File: src/sv/stc_pkg.sv
// ----------------------------------------------------------------------------
// stc_pkg
// Shared widths, channel constants and control types of the stick axis
// to channel pipeline.
// ----------------------------------------------------------------------------
package stc_pkg;

	// field widths
	localparam int ADC_W      = 14;             // x4 smoothed reading
	localparam int RD_W       = ADC_W - 1;      // converter-scale reading, cal points
	localparam int CH_W       = 11;             // channel value
	localparam int BV_W       = CH_W + 1;       // branch value before final clamp
	localparam int TRIM_W     = 7;
	localparam int E_W        = 7;              // expo percent
	localparam int TSUM_W     = BV_W + 2;       // value plus trim, signed
	localparam int CFG_IDX_W  = 3;
	localparam int CFG_DATA_W = RD_W;

	// map and divider
	localparam int PROD_W = 22;                 // distance * half range
	localparam int REM_W  = PROD_W + 1;
	localparam int Q_W    = 10;                 // quotient bits kept, saturates above

	// expo datapath
	localparam int A_W    = 9;                  // |value - mid|
	localparam int A2_W   = 2 * A_W;
	localparam int EA_W   = E_W + A_W;
	localparam int P_W    = EA_W + A2_W;        // e * |x|^3
	localparam int PD_W   = P_W - 6;            // after the power-of-two part of the divisor
	localparam int EP_W   = PD_W + 14;
	localparam int LP_W   = EA_W + 17;
	localparam int QC_W   = 10;
	localparam int T_W    = QC_W + 19;
	localparam int Z_W    = CH_W + 2;

	localparam logic [CH_W-1:0] CH_MID    = 11'd1500;
	localparam logic [CH_W-1:0] CH_LOW    = 11'd1000;
	localparam logic [CH_W-1:0] CH_HIGH   = 11'd2000;
	localparam logic [BV_W-1:0] CH_MIRROR = 12'd3000;
	localparam logic [8:0]      SPAN      = 9'd500;      // output half range
	localparam logic [Q_W-1:0]  Q_SAT     = '1;

	localparam logic [E_W-1:0]  EXPO_PCT    = 7'd100;
	localparam logic [16:0]     LIN_RECIP   = 17'd83887; // ceil(2^23 / 100)
	localparam int              LIN_SHIFT   = 23;
	localparam int              CUBE_PRE_SH = P_W - PD_W; // 25e6 = 2^6 * 390625
	localparam logic [18:0]     CUBE_DIV    = 19'd390625;
	localparam logic [13:0]     CUBE_RECIP  = 14'd10995; // floor(2^32 / 390625)
	localparam int              CUBE_SHIFT  = 32;

	// configuration register indexes
	localparam logic [CFG_IDX_W-1:0] CFG_CAL_MIN     = 3'd0;
	localparam logic [CFG_IDX_W-1:0] CFG_CAL_MAX     = 3'd1;
	localparam logic [CFG_IDX_W-1:0] CFG_CENTER_LOW  = 3'd2;
	localparam logic [CFG_IDX_W-1:0] CFG_CENTER_HIGH = 3'd3;
	localparam logic [CFG_IDX_W-1:0] CFG_INVERT      = 3'd4;
	localparam logic [CFG_IDX_W-1:0] CFG_TRIM        = 3'd5;
	localparam logic [CFG_IDX_W-1:0] CFG_EXPO        = 3'd6;

	typedef enum logic [1:0] {
		BR_CENTER = 2'd0,
		BR_LOW    = 2'd1,
		BR_HIGH   = 2'd2
	} br_t;

	typedef struct packed {
		br_t  br;
		logic neg;   // span end below its band edge
		logic zero;  // zero-width span
	} map_ctl_t;

endpackage

File: src/sv/stc_front.sv
// ----------------------------------------------------------------------------
// stc_front
// Rounds the reading, picks the band branch and forms the map numerator
// and divisor magnitude. Stages s1 and s2.
// ----------------------------------------------------------------------------
module stc_front (
	input  logic                          clk,
	input  logic                          arst_n,
	input  logic                          en,
	input  logic                          in_vld,
	input  logic [stc_pkg::ADC_W-1:0]     adc_sum,
	input  logic [stc_pkg::RD_W-1:0]      cal_min,
	input  logic [stc_pkg::RD_W-1:0]      cal_max,
	input  logic [stc_pkg::RD_W-1:0]      center_low,
	input  logic [stc_pkg::RD_W-1:0]      center_high,
	output logic                          vld_s2,
	output stc_pkg::map_ctl_t             ctl_s2,
	output logic [stc_pkg::PROD_W-1:0]    prod_s2,
	output logic [stc_pkg::RD_W-1:0]      dabs_s2
);
	import stc_pkg::*;

	logic [ADC_W:0]    rsum;
	logic [RD_W-1:0]   rd;
	logic [RD_W:0]     span_d;
	logic [RD_W-1:0]   dgap;
	logic [RD_W-1:0]   dabs;
	map_ctl_t          ctl;
	logic [PROD_W-1:0] prod;

	logic              vld_s1;
	map_ctl_t          ctl_s1;
	logic [RD_W-1:0]   dgap_s1;
	logic [RD_W-1:0]   dabs_s1;

	always_comb begin
		rsum   = {1'b0, adc_sum} + (ADC_W + 1)'(2);
		rd     = rsum[ADC_W:2];
		ctl    = '{br: BR_CENTER, neg: 1'b0, zero: 1'b0};
		dgap   = '0;
		span_d = '0;
		if (rd < center_low) begin
			ctl.br = BR_LOW;
			dgap   = center_low - rd;
			span_d = {1'b0, cal_min} - {1'b0, center_low};
		end else if (rd > center_high) begin
			ctl.br = BR_HIGH;
			dgap   = rd - center_high;
			span_d = {1'b0, cal_max} - {1'b0, center_high};
		end
		ctl.neg  = span_d[RD_W];
		ctl.zero = (span_d == '0);
		dabs     = span_d[RD_W] ? RD_W'(-span_d) : span_d[RD_W-1:0];
	end

	assign prod = PROD_W'(dgap_s1) * PROD_W'(SPAN);

	always_ff @(posedge clk or negedge arst_n) begin
		if (!arst_n) begin
			vld_s1 <= 1'b0;
			vld_s2 <= 1'b0;
		end else if (en) begin
			vld_s1 <= in_vld;
			vld_s2 <= vld_s1;
		end
	end

	always_ff @(posedge clk) begin
		if (en) begin
			ctl_s1  <= ctl;
			dgap_s1 <= dgap;
			dabs_s1 <= dabs;
			ctl_s2  <= ctl_s1;
			prod_s2 <= prod;
			dabs_s2 <= dabs_s1;
		end
	end

endmodule

File: src/sv/stc_div.sv
// ----------------------------------------------------------------------------
// stc_div
// Pipelined restoring divider, two quotient bits per stage. Quotients of
// 2^Q_W and more are flagged and saturate downstream. Stages s3 to s8.
// ----------------------------------------------------------------------------
module stc_div (
	input  logic                          clk,
	input  logic                          arst_n,
	input  logic                          en,
	input  logic                          vld_s2,
	input  stc_pkg::map_ctl_t             ctl_s2,
	input  logic [stc_pkg::PROD_W-1:0]    prod_s2,
	input  logic [stc_pkg::RD_W-1:0]      dabs_s2,
	output logic                          vld_s8,
	output stc_pkg::map_ctl_t             ctl_s8,
	output logic [stc_pkg::Q_W-1:0]       q_s8,
	output logic                          ovf_s8
);
	import stc_pkg::*;

	typedef struct packed {
		logic [REM_W-1:0] rem;
		logic             qb;
	} dstep_t;

	typedef struct packed {
		map_ctl_t         ctl;
		logic             ovf;
		logic [RD_W-1:0]  dv;
		logic [REM_W-1:0] rem;
		logic [Q_W-1:0]   q;
	} dstage_t;

	function automatic dstep_t div_step(input logic [REM_W-1:0] rem,
			input logic [RD_W-1:0] dv, input int unsigned sh);
		logic [REM_W-1:0] sub;
		dstep_t           r;
		sub = REM_W'(dv) << sh;
		if (rem >= sub) begin
			r.rem = rem - sub;
			r.qb  = 1'b1;
		end else begin
			r.rem = rem;
			r.qb  = 1'b0;
		end
		return r;
	endfunction

	function automatic dstage_t two_steps(input dstage_t st, input int unsigned sh);
		dstage_t o;
		dstep_t  a;
		dstep_t  b;
		o     = st;
		a     = div_step(st.rem, st.dv, sh + 1);
		b     = div_step(a.rem, st.dv, sh);
		o.rem = b.rem;
		o.q   = {st.q[Q_W-3:0], a.qb, b.qb};
		return o;
	endfunction

	dstage_t st_in;
	dstage_t st_s3, st_s4, st_s5, st_s6, st_s7, st_s8;
	logic    vld_s3, vld_s4, vld_s5, vld_s6, vld_s7;

	always_comb begin
		st_in.ctl = ctl_s2;
		st_in.ovf = REM_W'(prod_s2) >= (REM_W'(dabs_s2) << Q_W);
		st_in.dv  = dabs_s2;
		st_in.rem = REM_W'(prod_s2);
		st_in.q   = '0;
	end

	always_ff @(posedge clk or negedge arst_n) begin
		if (!arst_n) begin
			vld_s3 <= 1'b0;
			vld_s4 <= 1'b0;
			vld_s5 <= 1'b0;
			vld_s6 <= 1'b0;
			vld_s7 <= 1'b0;
			vld_s8 <= 1'b0;
		end else if (en) begin
			vld_s3 <= vld_s2;
			vld_s4 <= vld_s3;
			vld_s5 <= vld_s4;
			vld_s6 <= vld_s5;
			vld_s7 <= vld_s6;
			vld_s8 <= vld_s7;
		end
	end

	always_ff @(posedge clk) begin
		if (en) begin
			st_s3 <= st_in;
			st_s4 <= two_steps(st_s3, Q_W - 2);
			st_s5 <= two_steps(st_s4, Q_W - 4);
			st_s6 <= two_steps(st_s5, Q_W - 6);
			st_s7 <= two_steps(st_s6, Q_W - 8);
			st_s8 <= two_steps(st_s7, Q_W - 10);
		end
	end

	assign ctl_s8 = st_s8.ctl;
	assign q_s8   = st_s8.q;
	assign ovf_s8 = st_s8.ovf;

endmodule

File: src/sv/stc_post.sv
// ----------------------------------------------------------------------------
// stc_post
// Builds the branch value with its end clamp, then inverts, trims and
// clamps to the channel range. Stages s9 and s10.
// ----------------------------------------------------------------------------
module stc_post (
	input  logic                                clk,
	input  logic                                arst_n,
	input  logic                                en,
	input  logic                                vld_s8,
	input  stc_pkg::map_ctl_t                   ctl_s8,
	input  logic [stc_pkg::Q_W-1:0]             q_s8,
	input  logic                                ovf_s8,
	input  logic                                invert,
	input  logic signed [stc_pkg::TRIM_W-1:0]   trim_offset,
	output logic                                vld_s10,
	output logic [stc_pkg::CH_W-1:0]            res_s10
);
	import stc_pkg::*;

	logic [Q_W-1:0]           qs;
	logic [BV_W-1:0]          pre;
	logic [BV_W-1:0]          bv;
	logic [BV_W-1:0]          iv;
	logic signed [TSUM_W-1:0] tsum;
	logic [CH_W-1:0]          res;

	logic                     vld_s9;
	logic [BV_W-1:0]          bv_s9;

	always_comb begin
		qs  = ovf_s8 ? Q_SAT : q_s8;
		pre = ctl_s8.neg ? BV_W'(CH_MID) - BV_W'(qs) : BV_W'(CH_MID) + BV_W'(qs);
		case (ctl_s8.br)
			BR_LOW: begin
				if (ctl_s8.zero || pre < BV_W'(CH_LOW))
					bv = BV_W'(CH_LOW);
				else
					bv = pre;
			end
			BR_HIGH: begin
				if (ctl_s8.zero || pre > BV_W'(CH_HIGH))
					bv = BV_W'(CH_HIGH);
				else
					bv = pre;
			end
			default: bv = BV_W'(CH_MID);
		endcase
	end

	always_comb begin
		iv   = invert ? CH_MIRROR - bv_s9 : bv_s9;
		tsum = signed'(TSUM_W'(iv)) + TSUM_W'(trim_offset);
		if (tsum < signed'(TSUM_W'(CH_LOW)))
			res = CH_LOW;
		else if (tsum > signed'(TSUM_W'(CH_HIGH)))
			res = CH_HIGH;
		else
			res = tsum[CH_W-1:0];
	end

	always_ff @(posedge clk or negedge arst_n) begin
		if (!arst_n) begin
			vld_s9  <= 1'b0;
			vld_s10 <= 1'b0;
		end else if (en) begin
			vld_s9  <= vld_s8;
			vld_s10 <= vld_s9;
		end
	end

	always_ff @(posedge clk) begin
		if (en) begin
			bv_s9   <= bv;
			res_s10 <= res;
		end
	end

endmodule

File: src/sv/stc_expo.sv
// ----------------------------------------------------------------------------
// stc_expo
// Cubic expo blend on sign and magnitude, constant divisions by reciprocal
// multiplication, final clamp. Stages s11 to s17.
// ----------------------------------------------------------------------------
module stc_expo (
	input  logic                          clk,
	input  logic                          arst_n,
	input  logic                          en,
	input  logic                          vld_s10,
	input  logic [stc_pkg::CH_W-1:0]      res_s10,
	input  logic [stc_pkg::E_W-1:0]       expo_percent,
	output logic                          vld_s17,
	output logic [stc_pkg::CH_W-1:0]      val_s17
);
	import stc_pkg::*;

	logic [BV_W-1:0]        xd;
	logic                   big;
	logic [P_W-1:0]         p;
	logic [LP_W-1:0]        lp;
	logic [EP_W-1:0]        ep;
	logic [T_W-1:0]         r;
	logic [Z_W-1:0]         cterm;
	logic [Z_W-1:0]         lterm;
	logic signed [Z_W-1:0]  z;
	logic [CH_W-1:0]        val;

	logic                   vld_s11, vld_s12, vld_s13, vld_s14, vld_s15, vld_s16;
	logic [A_W-1:0]         a_s11;
	logic [E_W-1:0]         ew_s11;
	logic                   sx_s11, sx_s12, sx_s13, sx_s14, sx_s15, sx_s16;
	logic                   sl_s11, sl_s12, sl_s13, sl_s14, sl_s15, sl_s16;
	logic [A2_W-1:0]        a2_s12;
	logic [EA_W-1:0]        ea_s12;
	logic [EA_W-1:0]        la_s12;
	logic [P_W-1:0]         p_s13;
	logic [QC_W-1:0]        ql_s13, ql_s14, ql_s15, ql_s16;
	logic [PD_W-1:0]        pd_s14, pd_s15;
	logic [QC_W-1:0]        est_s14, est_s15;
	logic [T_W-1:0]         t_s15;
	logic [QC_W-1:0]        qc_s16;

	// s11: signed offset from mid and linear weight
	always_comb begin
		xd  = {1'b0, res_s10} - {1'b0, CH_MID};
		big = expo_percent > EXPO_PCT;
	end

	assign p  = P_W'(ea_s12) * P_W'(a2_s12);
	assign lp = LP_W'(la_s12) * LP_W'(LIN_RECIP);
	assign ep = EP_W'(p_s13[P_W-1:CUBE_PRE_SH]) * EP_W'(CUBE_RECIP);
	assign r  = T_W'(pd_s15) - t_s15;

	// s17: signed sum of both terms around mid, then clamp
	always_comb begin
		cterm = sx_s16 ? Z_W'(0) - Z_W'(qc_s16) : Z_W'(qc_s16);
		lterm = sl_s16 ? Z_W'(0) - Z_W'(ql_s16) : Z_W'(ql_s16);
		z     = signed'(Z_W'(CH_MID) + cterm + lterm);
		if (z < signed'(Z_W'(CH_LOW)))
			val = CH_LOW;
		else if (z > signed'(Z_W'(CH_HIGH)))
			val = CH_HIGH;
		else
			val = z[CH_W-1:0];
	end

	always_ff @(posedge clk or negedge arst_n) begin
		if (!arst_n) begin
			vld_s11 <= 1'b0;
			vld_s12 <= 1'b0;
			vld_s13 <= 1'b0;
			vld_s14 <= 1'b0;
			vld_s15 <= 1'b0;
			vld_s16 <= 1'b0;
			vld_s17 <= 1'b0;
		end else if (en) begin
			vld_s11 <= vld_s10;
			vld_s12 <= vld_s11;
			vld_s13 <= vld_s12;
			vld_s14 <= vld_s13;
			vld_s15 <= vld_s14;
			vld_s16 <= vld_s15;
			vld_s17 <= vld_s16;
		end
	end

	always_ff @(posedge clk) begin
		if (en) begin
			a_s11   <= xd[BV_W-1] ? A_W'(-xd) : xd[A_W-1:0];
			sx_s11  <= xd[BV_W-1];
			sl_s11  <= xd[BV_W-1] ^ big;
			ew_s11  <= big ? expo_percent - EXPO_PCT : EXPO_PCT - expo_percent;

			a2_s12  <= A2_W'(a_s11) * A2_W'(a_s11);
			ea_s12  <= EA_W'(expo_percent) * EA_W'(a_s11);
			la_s12  <= EA_W'(ew_s11) * EA_W'(a_s11);
			sx_s12  <= sx_s11;
			sl_s12  <= sl_s11;

			p_s13   <= p;
			ql_s13  <= QC_W'(lp >> LIN_SHIFT);
			sx_s13  <= sx_s12;
			sl_s13  <= sl_s12;

			// estimate is exact or one short
			pd_s14  <= p_s13[P_W-1:CUBE_PRE_SH];
			est_s14 <= ep[CUBE_SHIFT+QC_W-1:CUBE_SHIFT];
			ql_s14  <= ql_s13;
			sx_s14  <= sx_s13;
			sl_s14  <= sl_s13;

			t_s15   <= T_W'(est_s14) * T_W'(CUBE_DIV);
			pd_s15  <= pd_s14;
			est_s15 <= est_s14;
			ql_s15  <= ql_s14;
			sx_s15  <= sx_s14;
			sl_s15  <= sl_s14;

			qc_s16  <= (r >= T_W'(CUBE_DIV)) ? est_s15 + QC_W'(1) : est_s15;
			ql_s16  <= ql_s15;
			sx_s16  <= sx_s15;
			sl_s16  <= sl_s15;

			val_s17 <= val;
		end
	end

endmodule

File: src/sv/stick_axis_to_channel.sv
// ----------------------------------------------------------------------------
// stick_axis_to_channel - stick reading to RC channel value, one axis
// Throughput: one word per cycle while the skid slot is empty; 17 register stages,
// set by the 10-bit restoring divider (two bits a stage) and the expo multiply chain.
// Reset: arst_n clears all valid bits and the skid slot, restores cal regs.
// ----------------------------------------------------------------------------
module stick_axis_to_channel (
	input  logic                              clk,
	input  logic                              arst_n,
	input  logic                              in_valid,
	output logic                              in_ready,
	input  logic [stc_pkg::ADC_W-1:0]         adc_sum,
	output logic                              out_valid,
	input  logic                              out_ready,
	output logic [stc_pkg::CH_W-1:0]          channel_value,
	input  logic                              cfg_valid,
	output logic                              cfg_ready,
	input  logic [stc_pkg::CFG_IDX_W-1:0]     cfg_index,
	input  logic [stc_pkg::CFG_DATA_W-1:0]    cfg_data
);
	import stc_pkg::*;

	// calibration and shaping registers
	logic [RD_W-1:0]          cal_min_q;
	logic [RD_W-1:0]          cal_max_q;
	logic [RD_W-1:0]          center_low_q;
	logic [RD_W-1:0]          center_high_q;
	logic                     invert_q;
	logic signed [TRIM_W-1:0] trim_q;
	logic [E_W-1:0]           expo_q;

	// pipeline links
	logic                     en;
	logic                     vld_s2;
	map_ctl_t                 ctl_s2;
	logic [PROD_W-1:0]        prod_s2;
	logic [RD_W-1:0]          dabs_s2;
	logic                     vld_s8;
	map_ctl_t                 ctl_s8;
	logic [Q_W-1:0]           q_s8;
	logic                     ovf_s8;
	logic                     vld_s10;
	logic [CH_W-1:0]          res_s10;
	logic                     vld_s17;
	logic [CH_W-1:0]          val_s17;

	// output skid slot
	logic                     skid_vld_q;
	logic [CH_W-1:0]          skid_q;

	// Config writes are always taken; the user must keep the block idle whenever they come, it does not enforce this.
	assign cfg_ready = 1'b1;

	always_ff @(posedge clk or negedge arst_n) begin
		if (!arst_n) begin
			cal_min_q     <= 13'd0;
			cal_max_q     <= 13'd4096;
			center_low_q  <= 13'd1848;
			center_high_q <= 13'd2248;
			invert_q      <= 1'b0;
			trim_q        <= '0;
			expo_q        <= '0;
		end else if (cfg_valid && cfg_ready) begin
			case (cfg_index)
				CFG_CAL_MIN:     cal_min_q     <= cfg_data[RD_W-1:0];
				CFG_CAL_MAX:     cal_max_q     <= cfg_data[RD_W-1:0];
				CFG_CENTER_LOW:  center_low_q  <= cfg_data[RD_W-1:0];
				CFG_CENTER_HIGH: center_high_q <= cfg_data[RD_W-1:0];
				CFG_INVERT:      invert_q      <= cfg_data[0];
				CFG_TRIM:        trim_q        <= signed'(cfg_data[TRIM_W-1:0]);
				CFG_EXPO:        expo_q        <= cfg_data[E_W-1:0];
				default: ;
			endcase
		end
	end

	// The whole pipe moves as one while the skid slot is empty. A word
	// that reaches the last stage while the sink stalls drops into the
	// slot, so one more word gets in before the input backs off. While
	// the slot is full every stage holds, valid bits included.
	assign en       = !skid_vld_q;
	assign in_ready = en;

	// s1..s2: round, band select, numerator and divisor magnitude
	stc_front u_front (
		.clk         (clk),
		.arst_n      (arst_n),
		.en          (en),
		.in_vld      (in_valid),
		.adc_sum     (adc_sum),
		.cal_min     (cal_min_q),
		.cal_max     (cal_max_q),
		.center_low  (center_low_q),
		.center_high (center_high_q),
		.vld_s2      (vld_s2),
		.ctl_s2      (ctl_s2),
		.prod_s2     (prod_s2),
		.dabs_s2     (dabs_s2)
	);

	// s3..s8: map quotient, saturating flag for oversized results
	stc_div u_div (
		.clk     (clk),
		.arst_n  (arst_n),
		.en      (en),
		.vld_s2  (vld_s2),
		.ctl_s2  (ctl_s2),
		.prod_s2 (prod_s2),
		.dabs_s2 (dabs_s2),
		.vld_s8  (vld_s8),
		.ctl_s8  (ctl_s8),
		.q_s8    (q_s8),
		.ovf_s8  (ovf_s8)
	);

	// s9..s10: branch value, mirror, trim, channel clamp
	stc_post u_post (
		.clk         (clk),
		.arst_n      (arst_n),
		.en          (en),
		.vld_s8      (vld_s8),
		.ctl_s8      (ctl_s8),
		.q_s8        (q_s8),
		.ovf_s8      (ovf_s8),
		.invert      (invert_q),
		.trim_offset (trim_q),
		.vld_s10     (vld_s10),
		.res_s10     (res_s10)
	);

	// s11..s17: expo blend; weight 0 reduces to the identity
	stc_expo u_expo (
		.clk          (clk),
		.arst_n       (arst_n),
		.en           (en),
		.vld_s10      (vld_s10),
		.res_s10      (res_s10),
		.expo_percent (expo_q),
		.vld_s17      (vld_s17),
		.val_s17      (val_s17)
	);

	always_ff @(posedge clk or negedge arst_n) begin
		if (!arst_n) begin
			skid_vld_q <= 1'b0;
		end else if (skid_vld_q) begin
			if (out_ready)
				skid_vld_q <= 1'b0;
		end else if (vld_s17 && !out_ready) begin
			skid_vld_q <= 1'b1;
		end
	end

	always_ff @(posedge clk) begin
		if (!skid_vld_q && vld_s17 && !out_ready)
			skid_q <= val_s17;
	end

	// slot first, it always holds the older word
	assign out_valid     = skid_vld_q || vld_s17;
	assign channel_value = skid_vld_q ? skid_q : val_s17;

	// every word handed out lies in the channel range
	a_out_range: assert property (@(posedge clk) disable iff (!arst_n)
		out_valid |-> (channel_value >= CH_LOW && channel_value <= CH_HIGH))
		else $error("channel word out of range");

	// the slot only fills from a stalled last stage
	a_skid_fill: assert property (@(posedge clk) disable iff (!arst_n)
		$rose(skid_vld_q) |-> $past(vld_s17 && !out_ready))
		else $error("skid slot filled without a stall");

	// a full slot freezes the last stage
	a_skid_hold: assert property (@(posedge clk) disable iff (!arst_n)
		(skid_vld_q && vld_s17) |=> (vld_s17 && $stable(val_s17)))
		else $error("last stage moved while skid slot full");

endmodule
File: config.mk
export PLATFORM = sky130hd
export DESIGN_NAME = stick_axis_to_channel
export DESIGN_NICKNAME = d
export VERILOG_FILES = /design/src/sv/stc_pkg.sv /design/src/sv/stc_front.sv /design/src/sv/stc_div.sv /design/src/sv/stc_post.sv /design/src/sv/stc_expo.sv /design/src/sv/stick_axis_to_channel.sv
export SDC_FILE = /design/constraint.sdc
export NUM_CORES = 2
export LEC_CHECK = 0
export BUFFER_PORTS_ARGS = -buffer_cell sky130_fd_sc_hd__buf_2
export CAP_MARGIN = 30
export CORE_UTILIZATION = 55
export DETAILED_ROUTE_END_ITERATION = 6
export PLACE_DENSITY = 0.71
export SLEW_MARGIN = 5
export SYNTH_ARGS = -nofsm -noshare
export SYNTH_HDL_FRONTEND = slang
export SYNTH_SLANG_ARGS = --single-unit
File: constraint.sdc
create_clock -name clk -period 24.7 [get_ports clk]
set_input_delay 6.175 -clock clk [delete_from_list [all_inputs] [get_ports clk]]
set_output_delay 6.175 -clock clk [all_outputs]
set_load 0.03 [all_outputs]
==> summary.txt <==
Row count -> 128
CP max stage cell -> a22oi_1
Final nets -> 8209
Synth Flop Type -> edfxtp_1
Bufs on Longest Clock Path -> 3
Core Area -> 123000 um^2
Commonest non-fill, non-tap cell in the layout -> inv_1
Max-cap viol count -> 0
First-pass GRT wire length -> 238000 um
Crit path time final -> 10.33 ns
Vias in the first global route -> 47400
Starting Density -> 0.558
CTS tree -> done
Pin slew with the least headroom to its limit -> 0.982 ns
Total GRT Usage -> 0.236
Share of cells above drive strength 1 -> 0.0583
Yosys reg bits -> 681
Port Buffers -> 46
Worst skew pair latency -> 0.71 ns
Min-delay worst type -> reg -> reg
Chip height -> 354 um
Fin Setup TNS -> 0 ns
Vias/cell -> 5.52
Starting DRT DRC Count -> 2409
Critical Path Source Type -> input pin
Routed wire length -> 144000 um
Routed Antenna Nets -> 0
Hold Buf Count CTS -> 0
Commonest non-fill, non-tap cells in the layout -> 1177 x inv_1, 904 x ha_1, 695 x fa_1, 596 x edfxtp_1, 529 x nand2_1
Crit-path max cell delay -> 0.59 ns
Unique masters post-synth -> 83
CP endpoint kind -> flop
Post-cts repair resize count -> 0
Crit path DAT -> 10.78 ns
Max Slew Vio Count -> 0
Clock H-tree levels -> 3
Area of the mapped netlist -> 68300 um^2
Yosys Warn Count -> 0
Largest cells by area after synthesis -> edfxtp_1 26%, fa_1 20%, ha_1 17%, inv_1 6.5%, xnor2_1 3.2%
Endpoints failing hold -> 0
Status -> finished clean
Die area -> 126000 um^2
Gr ovfl total -> 0
Final RePlAce weighted congestion -> 0.885
CP max FO -> 25
Highest clock rate -> 96.8 MHz
Avg Inst Size Synth -> 10.5 um^2
Post-synth ARST share -> 0.125
Clock Pin Slew Worst Setup and Hold Paths -> 0.06 ns
Largest net degree at the start of global routing -> 77
Wire length per cell -> 17.5 um
Synth Instances -> 6532
Fin crit share -> 0.418
Clk sink count -> 681
Fill cell count -> 10100
Die X -> 354 um
Crit Path Class -> in -> reg
Area share of the largest cell type after synthesis -> 0.262
Max_slew headroom -> 0.345
Setup bufs post-CTS -> 0
Final setup fails -> 0
Hpwl dp -> 114000 um
Clock buffers created by TritonCTS -> 79
Post-synth EDFFs -> 596
Initial antenna violation count -> 2
Cells along the critical path -> buf_2, ha_1, xor2_1, ha_1, nor2b_1, o21a_1, o21ai_0, a21oi_1, o21ai_0, o31a_1, buf_4, nand2b_1, nor2_1, a22oi_1, clkinv_1, o21ai_0, xor2_1
# DRC -> 0
# IOs -> 49
First-pass DRT Iterations -> 5
Root Buffer -> clkbuf_16
Seq/Total Area, Yosys -> 0.293
DR vias -> 45600
Unrepaired setup endpoints after global routing -> false
Area Growth Syn to Fin -> 7.18%
Cell repeated most along the worst path -> o21ai_0
Worst path required time -> 25.16 ns
Cell taking the most area after synthesis -> edfxtp_1
Clock skew -> 0.0515 ns
Yosys cell counts (all sizes together) (112+ instances only):
cell type     n
and2        221
edfxtp      596
ha          904
inv        1178
xor2        120
a21oi       246
xnor2       253
mux2        112
o21ai       257
a21o        112
nand2       529
nor2        242
fa          695
logic make-up (layout without fill, tap and decap cells):
logic type	Yosys count	count (layout)	share of synthesized area
other	2	9	0.000110
AND/OR/NAND/NOR	1480	1480	0.107
buffers and inverters	1306	1409	0.0720
AO/OA/AOI/OAI	965	965	0.0899
multiplexers	125	125	0.0204
flip-flops	681	681	0.293
XOR/XNOR	373	373	0.0478
adder cells (fa/ha/maj)	1600	1600	0.369
worst max-delay path: cells and delay by family:
kind            cells  cell delay, ns
buf+inv             3            0.84
xor+xnor            2            0.44
fa+ha+maj           2            0.57
simple gates        3            0.68
compound gates      7            2.07
path summary, 6_finish.rpt:
check,cells after the start,slack [ns],startpoint,end
min reg2reg,0,0.40,u_expo.pd_s14[19],u_expo.pd_s15[19]
max in group asynchronous,2,18.19,arst_n,invert_q
min,0,0.40,u_expo.pd_s14[19],u_expo.pd_s15[19]
max reg2reg,24,17.05,u_expo.ea_s12[8],u_expo.p_s13[32]
max,17,14.37,adc_sum[1],u_front.dabs_s1[4]
min in group asynchronous,1,5.39,arst_n,center_high_q[9]
registers in the layout, summed over array words and instances (netlist names), 16 cells and up:
register,flops
u_div.st_s6,45
u_div.st_s3,38
u_expo.ea_s12,16
u_div.st_s7,47
u_expo.pd_s15,28
u_expo.pd_s14,28
u_expo.t_s15,29
u_div.st_s4,41
u_div.st_s5,43
u_expo.p_s13,28
u_front.prod_s2,20
u_expo.a2_s12,17
u_expo.la_s12,16
routing by layer:
layer  part of all wire  GRT usage  vias to the layer above
li1                   -          -                    21900
met1               0.43      0.298                    22500
met2               0.51      0.422                      923
met3              0.039     0.0270                      262
met4              0.028     0.0696                        0
met5                  0          0                        -
final cells by class:
class                           count  area, um^2  area share
Clock inverter                     56         674     0.00921
Clock buffer                       91        2090      0.0286
Tap cell                         1625        2030      0.0278
Multi-Input combinational cell   4551       43400       0.593
Antenna cell                        1        2.50   0.0000342
Sequential cell                   681       20000       0.274
Timing Repair Buffer               82         531     0.00725
Inverter                         1180        4440      0.0606
stage by stage:
step,setup WS [ns],hold WS [ns],instances,util,cell area (um^2)
final,14.37,0.400,8267,0.598,73200
after global routing,14.02,0.416,8266,0.597,73200
after CTS,14.51,0.402,8264,0.597,73200
after detailed placement,13.74,0.405,8117,0.575,70400
after global placement,13.79,0.400,8113,0.574,70400
after floorplan,6.50,0.400,6538,-,68300
Power is not shown: default switching activity piles up to over one toggle a cycle in this logic, so the estimate is an artifact.
